$ cat config.mk
export PLATFORM = sky130hd
export DESIGN_NAME = crc_checked_sample_buffer_commands_top
export DESIGN_NICKNAME = d
export VERILOG_FILES = /design/src/design/ccsbc_pkg.sv /design/src/design/crc_checked_sample_buffer_commands_top.sv /design/src/design/ccsbc_crc.sv
export VERILOG_INCLUDE_DIRS = /design/src /design/src/design
export SDC_FILE = /design/constraint.sdc
export NUM_CORES = 2
export LEC_CHECK = 0
export BUFFER_PORTS_ARGS = -buffer_cell sky130_fd_sc_hd__buf_2
export CORE_MARGIN = 2
export CORE_UTILIZATION = 40
export DETAILED_ROUTE_END_ITERATION = 8
export PLACE_DENSITY_LB_ADDON = 0.05
export SLEW_MARGIN = 30
export SYNTH_ARGS = -nofsm -noshare
export SYNTH_HDL_FRONTEND = slang
export SYNTH_HIERARCHICAL = 1
export SYNTH_SLANG_ARGS = --single-unit
$ cat constraint.sdc
create_clock -name clk -period 16.05 [get_ports clk]
set_input_delay 0.8025 -clock clk [delete_from_list [all_inputs] [get_ports clk]]
set_output_delay 0.8025 -clock clk [all_outputs]
set_load 0.05 [all_outputs]
$ cat src/design/crc_checked_sample_buffer_commands_top_assert.svh
// ----------------------------------------------------------------------------
// Assertion macros for the sample buffer command block
// Each macro expects clk and arst_n in scope of the module that uses it.
// ----------------------------------------------------------------------------
`ifndef CRC_CHECKED_SAMPLE_BUFFER_COMMANDS_TOP_ASSERT_SVH
`define CRC_CHECKED_SAMPLE_BUFFER_COMMANDS_TOP_ASSERT_SVH

`ifndef NO_ASSERTIONS

// Same-cycle implication, checked at every rising edge out of reset
`define CCSBC_ASSERT_NOW(lbl, ante, cons) \
	lbl: assert property (@(posedge clk) disable iff (!arst_n) (ante) |-> (cons)) \
		else $error("ccsbc same-cycle check failed");

// Next-cycle implication, checked at every rising edge out of reset
`define CCSBC_ASSERT_NEXT(lbl, ante, cons) \
	lbl: assert property (@(posedge clk) disable iff (!arst_n) (ante) |=> (cons)) \
		else $error("ccsbc next-cycle check failed");

`else

`define CCSBC_ASSERT_NOW(lbl, ante, cons)
`define CCSBC_ASSERT_NEXT(lbl, ante, cons)

`endif

`endif

$ cat src/design/ccsbc_pkg.sv
`timescale 1ns / 1ps
// ----------------------------------------------------------------------------
// ccsbc_pkg
// Shared types, codes and the CRC-8 byte update for the sample buffer block.
// ----------------------------------------------------------------------------
package ccsbc_pkg;

	// Store geometry
	localparam int STORE_DEPTH = 512;
	localparam int ADDR_W      = $clog2(STORE_DEPTH);
	localparam int IDX_W       = 17;
	localparam logic [IDX_W-1:0]  STORE_LIMIT = IDX_W'(STORE_DEPTH);
	localparam logic [ADDR_W-1:0] ADDR_LAST   = ADDR_W'(STORE_DEPTH - 1);

	// CRC-8, reflected, LSB first
	localparam logic [7:0] CRC_POLY  = 8'h8c;
	localparam int         CRC_BYTES = 7;
	localparam int         CRC_DATA_W = CRC_BYTES * 8;

	// Command codes
	localparam logic [7:0] CMD_READ      = 8'd2;
	localparam logic [7:0] CMD_WRITE     = 8'd3;
	localparam logic [7:0] CMD_ADC       = 8'd4;
	localparam logic [7:0] CMD_CLEAR     = 8'd8;
	localparam logic [7:0] CMD_FILL      = 8'd9;
	localparam logic [7:0] CMD_CHECK_ON  = 8'd10;
	localparam logic [7:0] CMD_CHECK_OFF = 8'd11;

	// Status and filler codes
	localparam logic [7:0] ST_DONE      = 8'd0;
	localparam logic [7:0] ST_INDEX_ERR = 8'd66;
	localparam logic [7:0] FILLER       = 8'd255;

	typedef struct packed {
		logic [7:0] command;
		logic [7:0] index_high;
		logic [7:0] index_low;
		logic [7:0] write_value;
		logic [7:0] arg_four;
		logic [7:0] arg_five;
		logic [7:0] arg_six;
		logic [7:0] check_byte;
		logic [7:0] adc_value;
	} cmd_pkt_t;

	typedef struct packed {
		logic [7:0] reply_status;
		logic [7:0] reply_command;
		logic [7:0] reply_byte_two;
		logic [7:0] reply_byte_three;
		logic [7:0] reply_byte_four;
		logic [7:0] reply_byte_five;
		logic [7:0] reply_byte_six;
		logic [7:0] reply_check;
	} reply_pkt_t;

	// Control into the CRC engine: byte 0 sits in the low bits of data
	typedef struct packed {
		logic                  start;
		logic [CRC_DATA_W-1:0] data;
	} crc_ctrl_t;

	typedef struct packed {
		logic       busy;
		logic [7:0] crc;
	} crc_stat_t;

	// Fold one byte into the running CRC, LSB first
	function automatic logic [7:0] crc8_byte(input logic [7:0] crc, input logic [7:0] data);
		logic [7:0] r;
		logic       fb;
		r = crc;
		for (int k = 0; k < 8; k++) begin
			fb = r[0] ^ data[k];
			r  = r >> 1;
			if (fb) begin
				r = r ^ CRC_POLY;
			end
		end
		return r;
	endfunction

endpackage

$ cat src/design/crc_checked_sample_buffer_commands_top.sv
`timescale 1ns / 1ps
// ----------------------------------------------------------------------------
// crc_checked_sample_buffer_commands_top
// Command packet processor over a 512-byte sample store with CRC-8 checking.
// ----------------------------------------------------------------------------
// Takes one 9-byte command packet per transaction and answers with at most one
// 8-byte reply. One packet is in work at a time. A byte-serial CRC engine
// checks the packet when check mode is on at acceptance, and computes the
// reply CRC when check mode is on after the command. Execution passes through
// the execute state, a read state for an in-range read and the reply state,
// then hands the reply to the output register. Clear and fill walk the store
// through its single write port, one entry per cycle, over all STORE_DEPTH
// (512) entries. After reset the block runs a clearing pass over the store
// and stalls the request channel until it is done. A packet that fails the
// check is dropped without a reply. The reply register lets the next packet
// be taken while a reply still waits downstream.
`include "crc_checked_sample_buffer_commands_top_assert.svh"

module crc_checked_sample_buffer_commands_top (
	input  logic                   clk,
	input  logic                   arst_n,
	input  logic                   req_valid,
	output logic                   req_stall,
	input  ccsbc_pkg::cmd_pkt_t    req,
	output logic                   rsp_valid,
	input  logic                   rsp_stall,
	output ccsbc_pkg::reply_pkt_t  rsp
);
	import ccsbc_pkg::*;

	typedef enum logic [3:0] {
		S_SWEEP,
		S_IDLE,
		S_CHECK,
		S_EXEC,
		S_READ,
		S_REPLY,
		S_RCRC,
		S_OUT
	} state_t;

	state_t              state_q;
	cmd_pkt_t            pkt_q;
	reply_pkt_t          rep_q;
	reply_pkt_t          rep_build;
	reply_pkt_t          rsp_q;
	logic                rsp_valid_q;
	logic                check_en_q;
	logic [7:0]          last_check_q;
	logic [ADDR_W-1:0]   addr_q;
	logic [7:0]          fill_q;
	logic                sweep_cmd_q;
	logic [7:0]          rdata_q;

	logic [7:0]          store_mem [STORE_DEPTH];

	logic                accept;
	logic                rsp_free;
	logic                rsp_load;
	logic [15:0]         idx;
	logic                in_range;
	logic                mem_we;
	logic [ADDR_W-1:0]   mem_waddr;
	logic [7:0]          mem_wdata;
	logic                mem_re;
	crc_ctrl_t           crc_ctrl;
	crc_stat_t           crc_stat;

	assign accept    = req_valid && !req_stall;
	assign req_stall = (state_q != S_IDLE);
	assign rsp_free  = !rsp_valid_q || !rsp_stall;
	assign rsp_load  = (state_q == S_OUT) && rsp_free;
	assign rsp_valid = rsp_valid_q;
	assign rsp       = rsp_q;

	// Decode the store index
	assign idx      = {pkt_q.index_high, pkt_q.index_low};
	assign in_range = ({1'b0, idx} < STORE_LIMIT);

	// Build the reply bytes for the command in hand
	always_comb begin
		rep_build = '{default: FILLER};
		case (pkt_q.command)
			CMD_READ: begin
				rep_build.reply_status     = in_range ? ST_DONE : ST_INDEX_ERR;
				rep_build.reply_command    = pkt_q.command;
				rep_build.reply_byte_two   = pkt_q.index_high;
				rep_build.reply_byte_three = pkt_q.index_low;
			end
			CMD_WRITE: begin
				rep_build.reply_status     = in_range ? ST_DONE : ST_INDEX_ERR;
				rep_build.reply_command    = pkt_q.command;
				rep_build.reply_byte_two   = pkt_q.index_high;
				rep_build.reply_byte_three = pkt_q.index_low;
				rep_build.reply_byte_four  = pkt_q.write_value;
			end
			CMD_ADC: begin
				rep_build.reply_status   = ST_DONE;
				rep_build.reply_command  = pkt_q.command;
				rep_build.reply_byte_two = pkt_q.adc_value;
			end
			CMD_FILL: begin
				rep_build.reply_status   = ST_DONE;
				rep_build.reply_command  = pkt_q.command;
				rep_build.reply_byte_two = pkt_q.index_high;
			end
			CMD_CLEAR, CMD_CHECK_ON, CMD_CHECK_OFF: begin
				rep_build.reply_status  = ST_DONE;
				rep_build.reply_command = pkt_q.command;
			end
			default: begin
			end
		endcase
	end

	// Drive store port controls from the sequencer state
	always_comb begin
		mem_we    = 1'b0;
		mem_waddr = addr_q;
		mem_wdata = fill_q;
		mem_re    = 1'b0;
		if (state_q == S_SWEEP) begin
			mem_we = 1'b1;
		end else if (state_q == S_EXEC && in_range) begin
			if (pkt_q.command == CMD_WRITE) begin
				mem_we    = 1'b1;
				mem_waddr = idx[ADDR_W-1:0];
				mem_wdata = pkt_q.write_value;
			end else if (pkt_q.command == CMD_READ) begin
				mem_re = 1'b1;
			end
		end
	end

	// Start the CRC engine on the packet or on the reply
	always_comb begin
		crc_ctrl.start = 1'b0;
		crc_ctrl.data  = {req.arg_six, req.arg_five, req.arg_four, req.write_value,
			req.index_low, req.index_high, req.command};
		if (state_q == S_IDLE) begin
			crc_ctrl.start = accept && check_en_q;
		end else if (state_q == S_REPLY) begin
			crc_ctrl.start = check_en_q;
			crc_ctrl.data  = {rep_q.reply_byte_six, rep_q.reply_byte_five,
				rep_q.reply_byte_four, rep_q.reply_byte_three, rep_q.reply_byte_two,
				rep_q.reply_command, rep_q.reply_status};
		end
	end

	ccsbc_crc u_crc (
		.clk    (clk),
		.arst_n (arst_n),
		.ctrl   (crc_ctrl),
		.stat   (crc_stat)
	);

	// Sample store: one write port, one registered read port
	always_ff @(posedge clk) begin
		if (mem_we) begin
			store_mem[mem_waddr] <= mem_wdata;
		end
		if (mem_re) begin
			rdata_q <= store_mem[idx[ADDR_W-1:0]];
		end
	end

	// Sequence each transaction through check, execute and reply
	always_ff @(posedge clk or negedge arst_n) begin
		if (!arst_n) begin
			state_q      <= S_SWEEP;
			addr_q       <= '0;
			fill_q       <= '0;
			sweep_cmd_q  <= 1'b0;
			check_en_q   <= 1'b1;
			last_check_q <= '0;
			rsp_valid_q  <= 1'b0;
		end else begin
			if (rsp_load) begin
				rsp_valid_q <= 1'b1;
			end else if (!rsp_stall) begin
				rsp_valid_q <= 1'b0;
			end

			case (state_q)
				S_SWEEP: begin
					addr_q <= addr_q + 1'b1;
					if (addr_q == ADDR_LAST) begin
						addr_q  <= '0;
						state_q <= sweep_cmd_q ? S_REPLY : S_IDLE;
					end
				end
				S_IDLE: begin
					if (accept) begin
						pkt_q   <= req;
						state_q <= check_en_q ? S_CHECK : S_EXEC;
					end
				end
				S_CHECK: begin
					if (!crc_stat.busy) begin
						state_q <= (crc_stat.crc == pkt_q.check_byte) ? S_EXEC : S_IDLE;
					end
				end
				S_EXEC: begin
					rep_q   <= rep_build;
					state_q <= S_REPLY;
					case (pkt_q.command)
						CMD_READ: begin
							if (in_range) begin
								state_q <= S_READ;
							end
						end
						CMD_CLEAR: begin
							fill_q      <= '0;
							addr_q      <= '0;
							sweep_cmd_q <= 1'b1;
							state_q     <= S_SWEEP;
						end
						CMD_FILL: begin
							fill_q      <= pkt_q.index_high;
							addr_q      <= '0;
							sweep_cmd_q <= 1'b1;
							state_q     <= S_SWEEP;
						end
						CMD_CHECK_ON: begin
							check_en_q <= 1'b1;
						end
						CMD_CHECK_OFF: begin
							check_en_q <= 1'b0;
						end
						default: begin
						end
					endcase
				end
				S_READ: begin
					rep_q.reply_byte_four <= rdata_q;
					state_q               <= S_REPLY;
				end
				S_REPLY: begin
					state_q <= check_en_q ? S_RCRC : S_OUT;
				end
				S_RCRC: begin
					if (!crc_stat.busy) begin
						last_check_q <= crc_stat.crc;
						state_q      <= S_OUT;
					end
				end
				S_OUT: begin
					if (rsp_free) begin
						rsp_q   <= {rep_q[63:8], last_check_q};
						state_q <= S_IDLE;
					end
				end
				default: begin
					state_q <= S_IDLE;
				end
			endcase
		end
	end

	// The CRC engine is never restarted mid-pass
	`CCSBC_ASSERT_NOW(a_crc_start_idle, crc_ctrl.start, !crc_stat.busy)

	// The store port never reads and writes in the same cycle
	`CCSBC_ASSERT_NOW(a_mem_single_access, mem_we, !mem_re)

	// With check mode on, the delivered check byte is the engine's result
	`CCSBC_ASSERT_NEXT(a_reply_crc, rsp_load && check_en_q, rsp_q.reply_check == crc_stat.crc)

endmodule

$ cat src/design/ccsbc_crc.sv
`timescale 1ns / 1ps
// ----------------------------------------------------------------------------
// ccsbc_crc
// Byte-serial CRC-8 engine: one byte per cycle over seven bytes.
// ----------------------------------------------------------------------------
module ccsbc_crc (
	input  logic                  clk,
	input  logic                  arst_n,
	input  ccsbc_pkg::crc_ctrl_t  ctrl,
	output ccsbc_pkg::crc_stat_t  stat
);
	import ccsbc_pkg::*;

	localparam int CNT_W = $clog2(CRC_BYTES + 1);

	logic [CNT_W-1:0]      cnt_q;
	logic [7:0]            crc_q;
	logic [CRC_DATA_W-1:0] data_q;
	logic                  busy;

	assign busy = (cnt_q != '0);

	// Count bytes and fold them into the CRC
	always_ff @(posedge clk or negedge arst_n) begin
		if (!arst_n) begin
			cnt_q <= '0;
			crc_q <= '0;
		end else if (ctrl.start) begin
			cnt_q <= CNT_W'(CRC_BYTES);
			crc_q <= '0;
		end else if (busy) begin
			cnt_q <= cnt_q - 1'b1;
			crc_q <= crc8_byte(crc_q, data_q[7:0]);
		end
	end

	// Shift the operand down one byte per step
	always_ff @(posedge clk) begin
		if (ctrl.start) begin
			data_q <= ctrl.data;
		end else if (busy) begin
			data_q <= data_q >> 8;
		end
	end

	assign stat.busy = busy;
	assign stat.crc  = crc_q;

endmodule

### Word level (Yosys, flattened, before mapping)

Memory sizes are Yosys's and may differ from the RTL's. A register that Yosys moved wholly into a read port is not among the register bits.
Cells that the tools add are included.

* register bits: 235
* memory bits (writable): 4096
* input bits: 76
* word-level logic and storage cells: 171
* memories kept: 1

* add/sub/neg operators: 2
* magnitude comparators: 1
* eq/ne operators: 24
* multiplexer cells: 70
* bitwise logic cells: 17
* reduce and logical (&&, ||, !) cells: 29

Memory list
* store_mem: words 512, width 8, rd ports 1, clocked after Yosys merged registers in 1, write ports 1, RTL line crc_checked_sample_buffer_commands_top.sv:55 `logic [7:0] store_mem [STORE_DEPTH];`

Operators with widths (number)
* 8-bit 2-to-1 mux: 28
* 56-bit 2-to-1 mux: 3
* 57-bit 2-to-1 mux: 1
* 8-bit one-hot mux with 2 select lines: 3
* 9-bit 2-to-1 mux: 5
* 8-bit by 4-bit equality test with 1-bit output (second input constant): 4
* 16-bit one-hot mux with 2 select lines: 1
* 4-bit one-hot mux with 8 select lines: 1
* 2-bit inverter with 3-bit output: 8
* 4-bit 2-to-1 mux: 5
* 9-bit one-hot mux with 2 select lines: 1
* 4-bit by 3-bit equality test with 1-bit output (second input constant): 4
* 8-bit by 2-bit equality test with 1-bit output (second input constant): 2
* 16-bit by 10-bit < comparator with 1-bit output (second input constant): 1
* 1-bit 2-to-1 mux: 15
* 2-bit AND reduction: 7
* 2-bit inequality test (second input constant): 5
* 2-bit nonzero test: 5
* 9-bit by 1-bit adder with 9-bit output (second input constant): 1
* 9-bit equality test (second input constant): 1
* 3-bit 2-to-1 mux: 3
* 4-bit by 2-bit equality test with 1-bit output (second input constant): 2
* 8-bit by 3-bit equality test with 1-bit output (second input constant): 1
* 8-bit equality test: 1
* 20 further kinds: 35

### Depth between registers and ports, before layout

* word-level depth: 34
* depth in mapped cells: 14
* mapped depth without buffers: 9

### By module

The synthesis kept the hierarchy.

Modules (own cells, without submodules)
* crc_checked_sample_buffer_commands_top: instances 1, cells each 8694, area an instance 167511.9 um2
* ccsbc_crc: instances 1, cells each 190, area an instance 3076.7 um2

### Worst setup path before layout

OpenSTA, ideal clock, no wires.

* path type: register -> register
* from: register pkt_q (netlist bit idx[12])
* to: memory store_mem[0][0], data pin
* arrival time: 7.831 ns
* slack: 6.774 ns
* cell stages (with the launch flop): 8
* clock period less this slack: 9.276 ns
* cells stage by stage: edfxtp_1 or4_1 nor4_1 and4_1 buf_2 buf_4 nand2_1 nand2_1

* word-level cells in the longest chain between the ends: 4

RTL lines
* start: declaration: RTL line crc_checked_sample_buffer_commands_top.sv:43 `cmd_pkt_t pkt_q;`
* start signal: assignment: RTL line crc_checked_sample_buffer_commands_top.sv:194 `pkt_q <= req;`
* 16-bit by 10-bit < comparator with 1-bit output: RTL line crc_checked_sample_buffer_commands_top.sv:78 `assign in_range = ({1'b0, idx} < STORE_LIMIT);`
* 1-bit logical AND: RTL line crc_checked_sample_buffer_commands_top.sv:124 `end else if (state_q == S_EXEC && in_range) begin`
* 8-bit 2-to-1 mux: RTL line crc_checked_sample_buffer_commands_top.sv:124
* 8-bit 2-to-1 mux: RTL line crc_checked_sample_buffer_commands_top.sv:122 `if (state_q == S_SWEEP) begin`
* net mem_wdata[0]: RTL line crc_checked_sample_buffer_commands_top.sv:64 `logic [7:0] mem_wdata;`
* end: declaration: RTL line crc_checked_sample_buffer_commands_top.sv:55

The timed path passes the listed nets, and every way through them passes these cells.

### Worst setup path in the final report

* from: register pkt_q[68] (netlist bit)
* to: memory store_mem[400][7], data pin

* word-level cells in the longest chain between the ends: 4

RTL lines
* 8-bit by 2-bit equality test with 1-bit output: RTL line crc_checked_sample_buffer_commands_top.sv:125 `if (pkt_q.command == CMD_WRITE) begin`
* 8-bit 2-to-1 mux: RTL line crc_checked_sample_buffer_commands_top.sv:125
* 8-bit 2-to-1 mux: RTL line crc_checked_sample_buffer_commands_top.sv:124
* 8-bit 2-to-1 mux: RTL line crc_checked_sample_buffer_commands_top.sv:122
* net mem_wdata[7]: RTL line crc_checked_sample_buffer_commands_top.sv:64

The timed path passes the listed nets, and every way through them passes these cells.

==> results <==
- Data arrives at the worst endpoint at 6.73 ns.
- The final critical delay including setup and external delays is 6.09 ns.
- The most used flip-flop cell after synthesis is sky130_fd_sc_hd__edfxtp_1.
- The synthesized design devotes to its leading area cell type 75.4% of total area.
- The count of filler cells inserted in the layout is 35980.
- The multiplexer fraction of the synthesized cell area is 14.0%.
- The category of the most critical setup path is reg -> reg.
- From left edge to right edge, the die measures 657 um.
- Along the worst path, the maximum fanout reaches 78.
- The count of cell types in the netlist is 81.
- The slowest cell on the critical path is sky130_fd_sc_hd__buf_4.
- The number of nets with antenna violations after routing is 0.
- The run finished with clean final reports.
- In this run the tool buffered the top-level ports with 125 buffer cells.
- The count of pins over their slew limit is 0.
- The final route contains 88401 vias.
- The initial cell density of the core is 40.2%.
- The critical register-to-register path startpoint is pkt_q[68].
- Across all hold checks on the routed design, the worst slack comes to 0.0831 ns.
- The number of standard cells after synthesis is 8884.
- Clock tree synthesis selected as its root buffer the cell sky130_fd_sc_hd__clkbuf_16.
- The most congested layer reported by global routing is met2.
- The net count reported at finish is 9273.
- The clock skew after layout is 0.0406 ns.
- For this run, design rule violations remaining after detail routing come to 0.
- The number of antenna violations at the first check in global routing is 34.
- Counting flops and latches in the post-synthesis netlist gives 4326.
- VDD sags by at most 88.8 uV.
- Global routing consumed, over all layers together, 23.5% of the routing resources.
- After clock tree synthesis, the clock-pin slew on the worst setup and hold paths is 0.06 ns.
- Entering global routing, the biggest net connects 203 pins.
- The combinational family with the most area after synthesis is multiplexers.
- In the final layout, the share of cells above drive strength 1 is 21.4%.
- The total die area is 0.432 sq mm.
- Counting every sink on the clock net gives 4326.
- Tracing the worst setup path back leads to its startpoint at pkt_q[68].
- The synthesized-area fraction occupied by ao, oa, aoi and oai cells is 3.72%.
- After legalization and detailed placement, the total HPWL measured 318000 um.
- Including well taps, the total number of placed cells is 14338.
- Global routing used 37.5% of the available met2 tracks.
- Power spread over the standard cell area amounts to 131 mW/mm^2.
- After synthesis the cells add up to 0.171 sq mm.
- For the worst-skew pair, the clock arrives at the later sink with an insertion delay of 0.99 ns.
- Based on the critical path, the design can be clocked at up to 0.164 GHz.
- The startpoint of the lowest-slack hold path is req[52].
- Dividing the detail-routed via count by the number of cells gives 5.79.
- At the pin with the least slew margin, the transition time is 1.20 ns.
- The number of setup buffers added after CTS is 0.
- The first global-routing pass estimated 719000 um of wire.
- Counting instances, the worst hold path has a depth of 1.
- The number of synthesized flops with an enable pin is 4284.
- The global placer's final weighted congestion is 0.811.
- In this run the count of I/O pins placed on the die edge is 142.
- The static power due to leakage is 56.3 nW.
- The pre-antenna-repair detailed-routing pass consisted of 5 iterations.
- Sorting the synthesized cells by how often they occur yields sky130_fd_sc_hd__edfxtp_1, sky130_fd_sc_hd__mux4_2, sky130_fd_sc_hd__nor2_1.
- In this run the deepest clock path goes through 4 buffers.
- Walking the worst path, the cells encountered are or4_1, nor4b_4, buf_4, and4_1, nand2_1, nand2_4, buf_4, buf_16, buf_4, buf_4.
- After floorplanning, the core was divided into 239 placement rows.
- Of the available clock period, the critical path in the final layout requires 37.9%.
- Yosys attributes the largest share of cell area to sky130_fd_sc_hd__edfxtp_1, sky130_fd_sc_hd__mux4_2, sky130_fd_sc_hd__mux2i_1, sky130_fd_sc_hd__nor2_1, sky130_fd_sc_hd__o221ai_1.
- Data on the critical path is required at its endpoint by 16.69 ns.
- The core box area is 0.424 sq mm.
- Of the total synthesized cell area, the portion taken by AND, OR, NAND and NOR gates is 4.17%.
- The met1 demand-to-capacity share in global routing is 33.8%.
- The synthesized area per cell is 19.2 sq um.
- The min-delay analysis places its worst path in the category in -> reg.
- The cell type with the highest aggregate area in the netlist is sky130_fd_sc_hd__edfxtp_1.
- The number of hold violations in the final report is 0.
- The number of buffers created by CTS is 465.
- The number of global-route vias before repair came to 89440.
- The critical path's most frequent cell is sky130_fd_sc_hd__buf_4.
- The adder and majority gate portion of the synthesized area is 0.0293%.
- The number of violations reported at the end of detailed-routing iteration 0 is 9213.
- Measured in cells, the most critical reg-to-reg path has a length of 10.
- The sort of element at the end of the critical path is a flop.
- The remaining global-route overflow is 0.
- The xor/xnor cell area share of the yosys netlist is 0.238%.
- The worst setup path is launched from a flop.
- Excluding fillers, the count of instances in the completed layout stands at 15269.
- Setup repair after global routing left no endpoint under its margin.
- The aggregate routed wire length is 516000 um.
- The area growth from synthesis to layout is 13.7%.
- The largest single stage delay on the critical path is 0.80 ns.
- The die outline height is 657 um.
- After routing, the total negative slack on setup checks comes to 0 ns.
- The average routed wire per standard cell is 33.8 um.
- For this run, asynchronously set or reset flops after synthesis account for 0.971%.
- The total setup violations reported at the end of the flow is 0.
- sky130_fd_sc_hd__edfxtp_1 is the most common cell in the netlist.
- The count of maximum capacitance violations is 0.
- For this run, the number of Yosys warnings is 6.
- The H-tree depth is 5.
- The TritonCTS clock tree is built.
- The portion of the post-synthesis area used by sequential elements is 76.0%.
- Global routing consumed, on the met3 layer, 3.19% of the routing resources.
- The remaining max-slew budget at the tightest pin is 19.7%.
## what timing repair did
action,in CTS,in global routing
gates resized for setup,0,0
hold buffers,45,0
hold endpoints to repair,85,0
## final timing paths
path	endpoint	slack (ns)
min	idx[4]	0.08
min in group asynchronous	fill_q[6]	0.52
max	store_mem[400][7]	9.96
max in group asynchronous	u_crc/crc_q[6]	15.01
max reg2reg	store_mem[400][7]	9.96
min reg2reg	rsp[6]	0.45
## layout by cell type (no fill, tap or decap), drive strengths merged, types with 30 or more instances in the layout
| cell | n |
|---|---|
| edfxtp | 4284 |
| mux4 | 726 |
| nor2 | 677 |
| mux2i | 605 |
| clkbuf | 588 |
| nand2 | 422 |
| buf | 364 |
| o221ai | 222 |
| clkinv | 196 |
| o22ai | 170 |
| mux2 | 125 |
| a21oi | 116 |
| nor3 | 112 |
| o21ai | 107 |
| nor4 | 76 |
| nand3 | 63 |
| a211oi | 60 |
| bufinv | 57 |
| dlygate4sd3 | 45 |
| dfrtp | 41 |
| nand2b | 40 |
| nand4 | 30 |
## worst max-delay path, delay by kind of cell, from the launching register on
kind                   cells  cell delay [ns]
flip-flops                 1             0.37
buffers and inverters      5             2.45
AND/OR/NAND/NOR            5             2.62
## report_power, final
group	internal, mW	switching [mW]	leakage, nW
Clock	6.35	4.45	7.45
Sequential	12.6	0.0992	34.6
Combinational	0.664	1.31	14.3
Total	19.6	5.86	56.3
## through the flow
stage                     setup slack, ns  util, %  power [mW]  instance area (sq um)
after CTS                            9.60     45.6        25.7                 194000
after global routing                 9.63     45.7        26.2                 194000
final                                9.96     45.7        25.5                 194000
after detailed placement             9.59     41.9        14.9                 178000
after global placement               8.23     41.8        14.9                 177000
after floorplan                      6.77        -        14.2                 171000
## flip-flops by register name (all words and copies together), names as in the netlist, 3 cells and up
name	count
addr_q	9
fill_q	8
idx	16
last_check_q	8
pkt_q	32
rdata_q	8
rep_q	34
rsp	42
state_q	3
store_mem	4096
u_crc/cnt_q	3
u_crc/crc_q	8
u_crc/data_q	56
## area by class of cell
type | count | area [sq um] | area share (%)
antenna | 16 | 40.0 | 0.0206
clock buffer | 588 | 12400 | 6.40
clock inverter | 276 | 2830 | 1.46
inverter | 13 | 63.8 | 0.0329
multi-input combinational | 3978 | 38500 | 19.8
sequential | 4326 | 130000 | 66.9
tap | 5663 | 7090 | 3.65
timing repair buffer | 409 | 3310 | 1.71
## cell families (layout without fill, tap and decap cells)
| family | Yosys count | count (layout) |
|---|---|---|
| mux | 1456 | 1456 |
| compound gates | 883 | 883 |
| flops | 4326 | 4326 |
| buf+inv | 595 | 1286 |
| xor+xnor | 38 | 38 |
| fa+ha+maj | 4 | 4 |
| other cells | 1 | 32 |
| simple gates | 1581 | 1581 |
## routing by layer
layer	routed length, um	vias to the layer above	share of wire, %
li1	-	37053	-
met1	227000	47877	44
met4	15400	12	3.0
met3	29200	717	5.7
met5	80	-	0.016
met2	244000	2742	47
No activity file was read; power rests on OpenSTA's default activity.
